## src/hw/rtl/sms_pkg.sv

```systemverilog
// Shared constants, types and the store address function for the sorted matrix search.
// No dependencies; every other file of the block imports this package.
`timescale 1ns / 1ps

package sms_pkg;

   localparam int MAX_DIM    = 16;
   localparam int DATA_WIDTH = 32;
   localparam int KEY_WIDTH  = 32;
   localparam int POS_W      = 4;
   localparam int SIZE_W     = 5;

   localparam int IDX_W  = (MAX_DIM > 1) ? $clog2(MAX_DIM) : 1;
   localparam int DEPTH  = MAX_DIM * MAX_DIM;
   localparam int ADDR_W = (DEPTH > 1) ? $clog2(DEPTH) : 1;
   localparam int CNT_W  = ($clog2(MAX_DIM + 1) > SIZE_W) ? $clog2(MAX_DIM + 1) : SIZE_W;
   localparam int CMP_W  = (DATA_WIDTH > KEY_WIDTH) ? DATA_WIDTH : KEY_WIDTH;

   localparam int CSR_IDX_W = 2;
   localparam logic [CSR_IDX_W-1:0] CSR_SEARCH_MODE = CSR_IDX_W'(0);
   localparam logic [CSR_IDX_W-1:0] CSR_MATRIX_SIZE = CSR_IDX_W'(1);

   localparam logic CMD_LOAD   = 1'b0;
   localparam logic CMD_SEARCH = 1'b1;

   localparam logic MODE_ROW   = 1'b0;
   localparam logic MODE_STAIR = 1'b1;

   localparam logic [SIZE_W-1:0] SIZE_RESET = SIZE_W'(16);

   typedef struct packed {
      logic             mode;
      logic [CNT_W-1:0] dim;
   } sms_ctl_type;

   typedef struct packed {
      logic             found;
      logic [POS_W-1:0] hit_row;
      logic [POS_W-1:0] hit_col;
   } sms_res_type;

   // Row-major word address of one matrix entry.
   function automatic logic [ADDR_W-1:0] sms_addr(input logic [IDX_W-1:0] row,
                                                 input logic [IDX_W-1:0] col);
      sms_addr = ADDR_W'(ADDR_W'(row) * ADDR_W'(MAX_DIM)) + ADDR_W'(col);
   endfunction

endpackage

```

## src/hw/rtl/sms_seq.sv

```systemverilog
// Search sequencer: row-wise range check plus binary search, or staircase walk,
// one store read per cycle through a single shared comparator. Depends on sms_pkg.
`timescale 1ns / 1ps

module sms_seq import sms_pkg::*; (
   input  logic                        clock,
   input  logic                        reset,
   input  logic                        start,
   input  logic signed [KEY_WIDTH-1:0] key,
   input  sms_ctl_type                 ctl,
   output logic [ADDR_W-1:0]           rd_addr,
   input  logic [DATA_WIDTH-1:0]       rd_data,
   output logic                        idle,
   output logic                        done,
   output sms_res_type                 res,
   input  logic                        res_take
);

   typedef enum logic [5:0] {
      ST_IDLE  = 6'b000001,
      ST_FIRST = 6'b000010,
      ST_LAST  = 6'b000100,
      ST_BIN   = 6'b001000,
      ST_STAIR = 6'b010000,
      ST_DONE  = 6'b100000
   } sms_state_type;

   localparam logic [CNT_W-1:0]   ONE_U = CNT_W'(1);
   localparam logic signed [CNT_W:0] ONE_S = (CNT_W + 1)'(1);

   sms_state_type           state_ff, state_in;
   logic signed [CMP_W-1:0] key_ff, key_in;
   logic [CNT_W-1:0]        dim_ff, dim_in;
   logic [CNT_W-1:0]        row_ff, row_in;
   logic [CNT_W-1:0]        col_ff, col_in;
   logic signed [CNT_W:0]   lo_ff, lo_in;
   logic signed [CNT_W:0]   hi_ff, hi_in;
   logic                    found_ff, found_in;
   logic [POS_W-1:0]        hit_row_ff, hit_row_in;
   logic [POS_W-1:0]        hit_col_ff, hit_col_in;

   logic signed [CMP_W-1:0] data_ext;
   logic                    eq;
   logic                    lt;
   logic [CNT_W-1:0]        row_next;
   logic [CNT_W-1:0]        dim_m1;
   logic signed [CNT_W:0]   mid_s;
   logic signed [CNT_W:0]   lo_step;
   logic signed [CNT_W:0]   hi_step;
   logic signed [CNT_W:0]   mid_step;
   logic [CNT_W-1:0]        rd_row;
   logic [CNT_W-1:0]        rd_col;
   logic                    advance_row;

   // Shared comparator: stored word against the key.
   assign data_ext = CMP_W'($signed(rd_data));
   assign eq       = (data_ext == key_ff);
   assign lt       = (data_ext < key_ff);

   assign row_next = row_ff + ONE_U;
   assign dim_m1   = dim_ff - ONE_U;
   assign mid_s    = $signed({1'b0, col_ff});
   assign lo_step  = lt ? (mid_s + ONE_S) : lo_ff;
   assign hi_step  = lt ? hi_ff : (mid_s - ONE_S);
   assign mid_step = lo_step + ((hi_step - lo_step) >>> 1);

   always_comb begin
      state_in    = state_ff;
      key_in      = key_ff;
      dim_in      = dim_ff;
      row_in      = row_ff;
      col_in      = col_ff;
      lo_in       = lo_ff;
      hi_in       = hi_ff;
      found_in    = found_ff;
      hit_row_in  = hit_row_ff;
      hit_col_in  = hit_col_ff;
      rd_row      = row_ff;
      rd_col      = col_ff;
      advance_row = 1'b0;

      unique case (state_ff)
         ST_IDLE: begin
            if (start) begin
               key_in     = CMP_W'(key);
               dim_in     = ctl.dim;
               row_in     = '0;
               found_in   = 1'b0;
               hit_row_in = '0;
               hit_col_in = '0;
               rd_row     = '0;
               if (ctl.dim == '0) begin
                  state_in = ST_DONE;
               end else if (ctl.mode == MODE_STAIR) begin
                  col_in   = ctl.dim - ONE_U;
                  rd_col   = ctl.dim - ONE_U;
                  state_in = ST_STAIR;
               end else begin
                  col_in   = '0;
                  rd_col   = '0;
                  state_in = ST_FIRST;
               end
            end
         end
         ST_FIRST: begin
            // key >= first element: go check the last element
            if (lt || eq) begin
               rd_col   = dim_m1;
               state_in = ST_LAST;
            end else begin
               advance_row = 1'b1;
            end
         end
         ST_LAST: begin
            if (!lt) begin
               lo_in    = '0;
               hi_in    = $signed({1'b0, dim_m1});
               col_in   = dim_m1 >> 1;
               rd_col   = dim_m1 >> 1;
               state_in = ST_BIN;
            end else begin
               advance_row = 1'b1;
            end
         end
         ST_BIN: begin
            if (eq) begin
               found_in   = 1'b1;
               hit_row_in = POS_W'(row_ff);
               hit_col_in = POS_W'(col_ff);
               state_in   = ST_DONE;
            end else if (lo_step <= hi_step) begin
               lo_in  = lo_step;
               hi_in  = hi_step;
               col_in = mid_step[CNT_W-1:0];
               rd_col = mid_step[CNT_W-1:0];
            end else begin
               advance_row = 1'b1;
            end
         end
         ST_STAIR: begin
            if (eq) begin
               found_in   = 1'b1;
               hit_row_in = POS_W'(row_ff);
               hit_col_in = POS_W'(col_ff);
               state_in   = ST_DONE;
            end else if (lt) begin
               if (row_next == dim_ff) begin
                  state_in = ST_DONE;
               end else begin
                  row_in = row_next;
                  rd_row = row_next;
               end
            end else begin
               if (col_ff == '0) begin
                  state_in = ST_DONE;
               end else begin
                  col_in = col_ff - ONE_U;
                  rd_col = col_ff - ONE_U;
               end
            end
         end
         ST_DONE: begin
            if (res_take) begin
               state_in = ST_IDLE;
            end
         end
         default: begin
            state_in = ST_IDLE;
         end
      endcase

      // Move on to the next row's first element, or finish without a hit.
      if (advance_row) begin
         if (row_next == dim_ff) begin
            state_in = ST_DONE;
         end else begin
            row_in   = row_next;
            col_in   = '0;
            rd_row   = row_next;
            rd_col   = '0;
            state_in = ST_FIRST;
         end
      end
   end

   assign rd_addr = sms_addr(rd_row[IDX_W-1:0], rd_col[IDX_W-1:0]);

   always_ff @(posedge clock) begin
      if (reset) begin
         state_ff <= ST_IDLE;
      end else begin
         state_ff <= state_in;
      end
   end

   always_ff @(posedge clock) begin
      key_ff     <= key_in;
      dim_ff     <= dim_in;
      row_ff     <= row_in;
      col_ff     <= col_in;
      lo_ff      <= lo_in;
      hi_ff      <= hi_in;
      found_ff   <= found_in;
      hit_row_ff <= hit_row_in;
      hit_col_ff <= hit_col_in;
   end

   assign idle        = (state_ff == ST_IDLE);
   assign done        = (state_ff == ST_DONE);
   assign res.found   = found_ff;
   assign res.hit_row = hit_row_ff;
   assign res.hit_col = hit_col_ff;

   a_start_idle: assert property (@(posedge clock) disable iff (reset)
      start |-> state_ff == ST_IDLE)
      else $error("search started while sequencer busy");

   a_bin_window: assert property (@(posedge clock) disable iff (reset)
      state_ff == ST_BIN |-> (lo_ff <= hi_ff) && (mid_s >= lo_ff) && (mid_s <= hi_ff))
      else $error("binary search probe outside its window");

   a_row_range: assert property (@(posedge clock) disable iff (reset)
      (state_ff == ST_FIRST || state_ff == ST_LAST || state_ff == ST_BIN ||
       state_ff == ST_STAIR) |-> (row_ff < dim_ff) && (col_ff < dim_ff))
      else $error("read position beyond matrix size");

   a_miss_zero: assert property (@(posedge clock) disable iff (reset)
      (state_ff == ST_DONE && !found_ff) |-> (hit_row_ff == '0) && (hit_col_ff == '0))
      else $error("miss reported with nonzero position");

   a_hold_done: assert property (@(posedge clock) disable iff (reset)
      (state_ff == ST_DONE && !res_take) |=> state_ff == ST_DONE)
      else $error("result dropped before transfer");

endmodule

```

## config.mk

```make
export PLATFORM = sky130hd
export DESIGN_NAME = sms_seq
export DESIGN_NICKNAME = d
export VERILOG_FILES = /design/src/hw/rtl/sms_pkg.sv /design/src/hw/rtl/sms_seq.sv
export SDC_FILE = /design/constraint.sdc
export NUM_CORES = 1
export LEC_CHECK = 0
export BUFFER_PORTS_ARGS = -buffer_cell sky130_fd_sc_hd__buf_2
export CAP_MARGIN = 30
export CORE_MARGIN = 3
export CORE_UTILIZATION = 55
export DETAILED_ROUTE_END_ITERATION = 10
export GPL_TIMING_DRIVEN = 0
export MAX_ROUTING_LAYER = met4
export PLACE_DENSITY_LB_ADDON = 0.08
export SYNTH_ARGS = -nofsm -noshare
export SYNTH_HDL_FRONTEND = slang
export SYNTH_SLANG_ARGS = --single-unit
```

## constraint.sdc

```tcl
create_clock -name clock -period 22.6 [get_ports clock]
set_input_delay 6.78 -clock clock [delete_from_list [all_inputs] [get_ports clock]]
set_output_delay 6.78 -clock clock [all_outputs]
set_load 0.005 [all_outputs]
```

# --- Word level (Yosys, flattened, before mapping) ---
# Cells that the tools add are included.
classes:
  addsub: 9
  n_lt_le_gt_ge: 2
  n_eq_ne: 20
  muxes: 60
  n_reduce_logical: 10
ops:
  columns: ["cell", "n"]
  rows:
  - ["2-to-1 mux 6 bit", 20]
  - ["2-to-1 mux 5 bit", 18]
  - ["one-hot mux 6 bit (6 select lines)", 1]
  - ["equality test 32 bit", 1]
  - ["< comparator 32 bit", 1]
  - ["2-to-1 mux 4 bit", 6]
  - ["one-hot mux 6 bit (2 select lines)", 2]
  - ["one-hot mux 4 bit (5 select lines)", 1]
  - ["one-hot mux 5 bit (4 select lines)", 1]
  - ["one-hot mux 4 bit (2 select lines)", 2]
  - ["subtractor 5 x 1 -> 5 bit, second input constant", 3]
  - ["logical NOT 5 bit", 2]
  - ["inequality test 5 bit, second input constant", 2]
  - ["one-hot mux 5 bit (2 select lines)", 1]
  - ["inequality test 3 bit, second input constant", 3]
  - ["adder 8 x 4 -> 8 bit", 1]
  - ["inequality test 2 bit, second input constant", 4]
  - ["AND reduction 7 bit", 1]
  - ["adder 5 x 1 -> 6 bit, second input constant", 1]
  - ["equality test 6 x 1 -> 1 bit, second input constant", 1]
  - ["equality test 6 x 2 -> 1 bit, second input constant", 1]
  - ["equality test 6 x 3 -> 1 bit, second input constant", 1]
  - ["equality test 6 x 4 -> 1 bit, second input constant", 1]
  - ["equality test 6 x 5 -> 1 bit, second input constant", 1]
  - ["other kinds (19)", 25]
totals:
  register_bits: 74
  in_bits: 74

# --- Depth between registers and ports, before layout ---
depth:
  word_depth: 10
  ltp_mapped: 26

# --- Least setup slack after synthesis ---
# OpenSTA, ideal clock, no wires.
synth_path:
  kind: "input -> output"
  start: "input rd_data[31]"
  end: "output rd_addr[3]"
  t_arrival_ns: 11.181
  setup_slack_ns: 4.639
  cell_stages: 23
  path_cell_list: "ha_1 buf_6 nand4_4 or3_4 o21a_1 a21oi_2 a31o_2 clkbuf_1 clkbuf_1 o21ai_0 ha_1 o21ai_0 mux2_2 or2b_1 nand2_1 xor2_1 ha_1 a21oi_1 nor2_1 a31oi_1 o311ai_1 a21oi_1 a2111oi_4"
synth_via:
  elab_chain_len: 10
  word_cells_on_any_way: 23
  classes_between: "add/sub (3); order compare (2); eq/ne (1); mux (16); reduce/logical (1)"
synth_rtl:
  columns: ["item", "line", "source"]
  rows:
  - ["start: declaration", "sms_seq.sv:12", "input logic [DATA_WIDTH-1:0] rd_data,"]
  - ["< comparator 32 bit", "sms_seq.sv:58", "assign lt = (data_ext < key_ff);"]
  - ["2-to-1 mux 6 bit (on tied branches)", "sms_seq.sv:64, sms_seq.sv:63", null]
  - ["subtractor 6 bit", "sms_seq.sv:65", "assign mid_step = lo_step + ((hi_step - lo_step) >>> 1);"]
  - ["adder 5 bit", "sms_seq.sv:65", null]
  - ["2-to-1 mux 5 bit", null, null]
  - ["2-to-1 mux 5 bit", "sms_seq.sv:126", "if (eq) begin"]
  - ["one-hot mux 4 bit (5 select lines)", "sms_seq.sv:82", "unique case (state_ff)"]
  - ["2-to-1 mux 4 bit", "sms_seq.sv:174", "if (row_next == dim_ff) begin"]
  - ["2-to-1 mux 4 bit (*)", "sms_seq.sv:173", "if (advance_row) begin"]
  - ["adder 8 x 4 -> 8 bit (*)", "sms_pkg.sv:45", "sms_addr = ADDR_W'(ADDR_W'(row) * ADDR_W'(MAX_DIM)) + ADDR_W'(col);"]
  - ["end: declaration", "sms_seq.sv:11", "output logic [ADDR_W-1:0] rd_addr,"]
# Mark *: on every way between the ends. The rest lies on a longest branch, timed or not.

# --- Worst setup path in the final report ---
# Same ends and word-level chain as after synthesis.

==> results_dict.tcl <==
set metrics [dict create \
    whs_path_depth 2 \
    path_cells "buf_2 -> ha_1 -> buf_6 -> nand4_4 -> or3_4 -> o21a_1 -> a21oi_2 -> a31o_2 -> clkbuf_1 -> clkbuf_1 -> o21ai_0 -> ha_1 -> o21ai_0 -> mux2_2 -> or2b_1 -> nand2_1 -> xor2_1 -> ha_1 -> o21a_1 -> o311ai_1 -> a21oi_1 -> a2111oi_4 -> buf_2" \
    synthXorXnorAreaFrac_pct 5.12 \
    syn2layout_area_growth_pct 17.3 \
    final_antenna_net_count 0 \
    p_leak_nw 2.71 \
    fin_skew_ns 0.0104 \
    fin_crit_sh_pct 85.0 \
    core_um2 9330 \
    syn_avg_cell_area_um2 9.54 \
    slew_headroom_pct 38.3 \
    max_slew.worst_pin.slew_ns 0.925 \
    required_ns 15.82 \
    post-route-min-period_ns 19.22 \
    synth_top_area_cell "edfxtp_1" \
    drt_first_pass_iters 5 \
    p_switching_w 0.000344 \
    grt_pass1_wl_um 21600 \
    start_util_pct 56.9 \
    dp_hpwl_um 10600 \
    pwr-share-comb_pct 59.8 \
    cp_common_cell "ha_1" \
    ys.flop_type "edfxtp_1" \
    synth_seq_cells 74 \
    rr_worst_depth 25 \
    finalMaxSlewViolations 0 \
    grt_antenna_before_repair 0 \
    cp_slowest_cell "clkbuf_1" \
    synth_adder_area_share_pct 11.6 \
    cts_root_buffer "clkbuf_8" \
    track_usage_pct 25.4 \
    met2_usage_pct 41.9 \
    async_flop_share_pct 0 \
    mostFrequentLayoutCells "buf_2 (95), inv_1 (60), edfxtp_1 (58), nor2_1 (46), ha_1 (46)" \
    finalHoldViolCount 0 \
    grt_pass1_vias 4456 \
    grt_use_met3_pct 4.41 \
    muxShareOfSynthArea_pct 2.97 \
    routedWlPerCell_um 17.0 \
    die_w_um 104 \
    fmax_mhz 52.0 \
    p_clk_share_pct 16.2 \
    drt-vias-per-instance 5.75 \
    cap_violations 0 \
    numPlacedInstances 781 \
    grt_remaining_overflow 0 \
    grt_util_met1_pct 32.2 \
    grt_max_degree 22 \
    clock-sinks 74 \
    worst-setup-path-type "in -> out" \
    finalSetupViolCount 0 \
    diodes 0 \
    cp_max_fo 10 \
    synth_area_leaders "edfxtp_1 (33%), ha_1 (11%), dfxtp_1 (6.0%)" \
    power_w 0.000787 \
    crit_path_end_kind "primary output" \
    r2r-start "key_ff[31]$_DFFE_PP_" \
    vdd_drop_max_mv 0.120 \
    synth_simple_gate_area_share_pct 17.3 \
    seqPwrFrac_pct 24.0 \
    netlist_instances 556 \
    cts_setup_buffers 0 \
    max_stage_delay_ns 0.47 \
    yosysSeqAreaShare_pct 38.9 \
    synth_cell_types 75 \
    cts_buffers 9 \
    post-place-ws_ns 3.44 \
    rsz0062_at_grt "false" \
    clockBufferDepth 2 \
    die_h_um 104 \
    hold_start "row_ff[1]$_DFF_P_" \
    synth_top_family_by_area "compound AO/OA/AOI/OAI gates" \
    outcome "completed" \
    drt_iter0_drc 370 \
    synth-edff-count 58 \
    fin_ws_ns 3.38 \
    synthesis.area_um2 5310 \
    clk_pin_slew_ns 0.08 \
    portBuffers 92 \
    syn_nets 678 \
    cp-start-kind "input port" \
    whs_endpoint "row_ff[1]$_DFF_P_" \
    drive_above_1_share_pct 21.9 \
    gp_congestion 0.901 \
    yosysTopAreaCellShare_pct 32.8 \
    rows 35 \
    htree_num_levels 3 \
    pin_count 93 \
    r2r_slack_ns 16.58 \
    power-per-cell-area_nw_per_um2 127 \
    internal-power_w 0.000444 \
    nNetsFinal 785 \
    tns_ns 0 \
    cts_tree "done" \
    cp_data_arrival_time_ns 12.44 \
    clock_latency_ns 0.35 \
    dieArea_um2 10900 \
    synth-compound-area-share_pct 17.7 \
    ctsResizeCount 0 \
    hp-class "reg -> reg" \
    wl_um 13600 \
    timing.rr.end "col_ff[4]$_DFF_P_" \
    cts_hold_buffers 0 \
    final_common_cell "buf_2" \
    crit_start "rd_data[31]" \
    top_usage_layer "met2" \
    swShare_pct 43.7 \
    drc 0 \
    final_cells 797 \
    yosys_warnings 0 \
    vias 4582 \
]
## synth_stat cells (10+ instances only)
master and instances:
clkbuf_1 12, edfxtp_1 58, a21oi_1 41, xor2_1 10, nor3_1 13, mux2i_1 11
ha_1 46, inv_1 60, o21ai_0 23, nand3_1 13, xnor2_1 21, nand2_1 41
nor2_1 46, dfxtp_1 16
## worst max path at each step
| stage | end | slack, ns | cells after the start |
|---|---|---|---|
| 2_1_floorplan | rd_addr[3] | 4.64 | 23 |
| 3_3_place_gp | rd_addr[3] | 3.55 | 23 |
| 3_5_place_dp | rd_addr[3] | 3.44 | 23 |
| 4_1_cts | rd_addr[3] | 3.42 | 23 |
| 5_1_grt | rd_addr[3] | 3.07 | 23 |
| 6_report | rd_addr[3] | 3.38 | 23 |
## layout make-up
cell class | count | area, um2
well taps | 129 | 161
flip-flops and latches | 74 | 2060
clock inverters | 6 | 115
repair buffers | 96 | 512
inverters | 61 | 229
fillers | 778 | 3110
clock buffers | 10 | 128
multi-input cells | 400 | 2900
plain buffers | 21 | 115
## through the flow
step / utilization, % / cell area, um2 / hold slack, ns
2_1_floorplan: - / 5310 / 0.488
3_3_place_gp: 63.5 / 5930 / 0.503
5_1_grt: 66.7 / 6220 / 0.570
4_1_cts: 66.7 / 6220 / 0.543
3_5_place_dp: 64.1 / 5980 / 0.542
6_report: 66.7 / 6220 / 0.552
## worst max-delay path: cells and delay by family
| kind | cells | cell delay [ns] |
|---|---|---|
| compound gates | 9 | 2.07 |
| buf+inv | 5 | 1.32 |
| fa+ha+maj | 3 | 0.97 |
| simple gates | 4 | 0.83 |
| mux | 1 | 0.31 |
| xor+xnor | 1 | 0.15 |
## state kept, by name, indices dropped and copies added, names as in the netlist
register    count
lo_ff           6
state_ff        6
found_ff        1
hi_ff           6
row_ff          5
col_ff          5
dim_ff          5
hit_row_ff      4
key_ff         32
hit_col_ff      4
## cells by family (layout without fill, tap and decap cells)
logic type | Yosys count | in the layout
AOI/OAI and AO/OA | 132 | 132
xor gates and xnor gates | 31 | 31
adders and majority gates | 48 | 48
buffers and inverters | 82 | 194
DFF | 74 | 74
muxes | 14 | 14
and+or+nand+nor | 175 | 175
## layer usage
metal	part of all wire [%]	routed length [um]	vias to the layer above
met4	1.6	217	0
met5	0	0	-
li1	-	-	2233
met1	45	6050	2159
met3	6.2	839	23
met2	48	6470	167
## power by group through the flow
stage / Combinational [W] / Sequential (W) / Clock [W]
final: 0.000471 / 0.000189 / 0.000127
after detailed placement: 0.000461 / 0.000192 / 0
after global routing: 0.000514 / 0.000192 / 0.000135
after floorplan: 0.000338 / 0.000190 / 0
after global placement: 0.000446 / 0.000192 / 0
after CTS: 0.000465 / 0.000189 / 0.000129
Note: power is estimated with default switching activity, not from simulation.
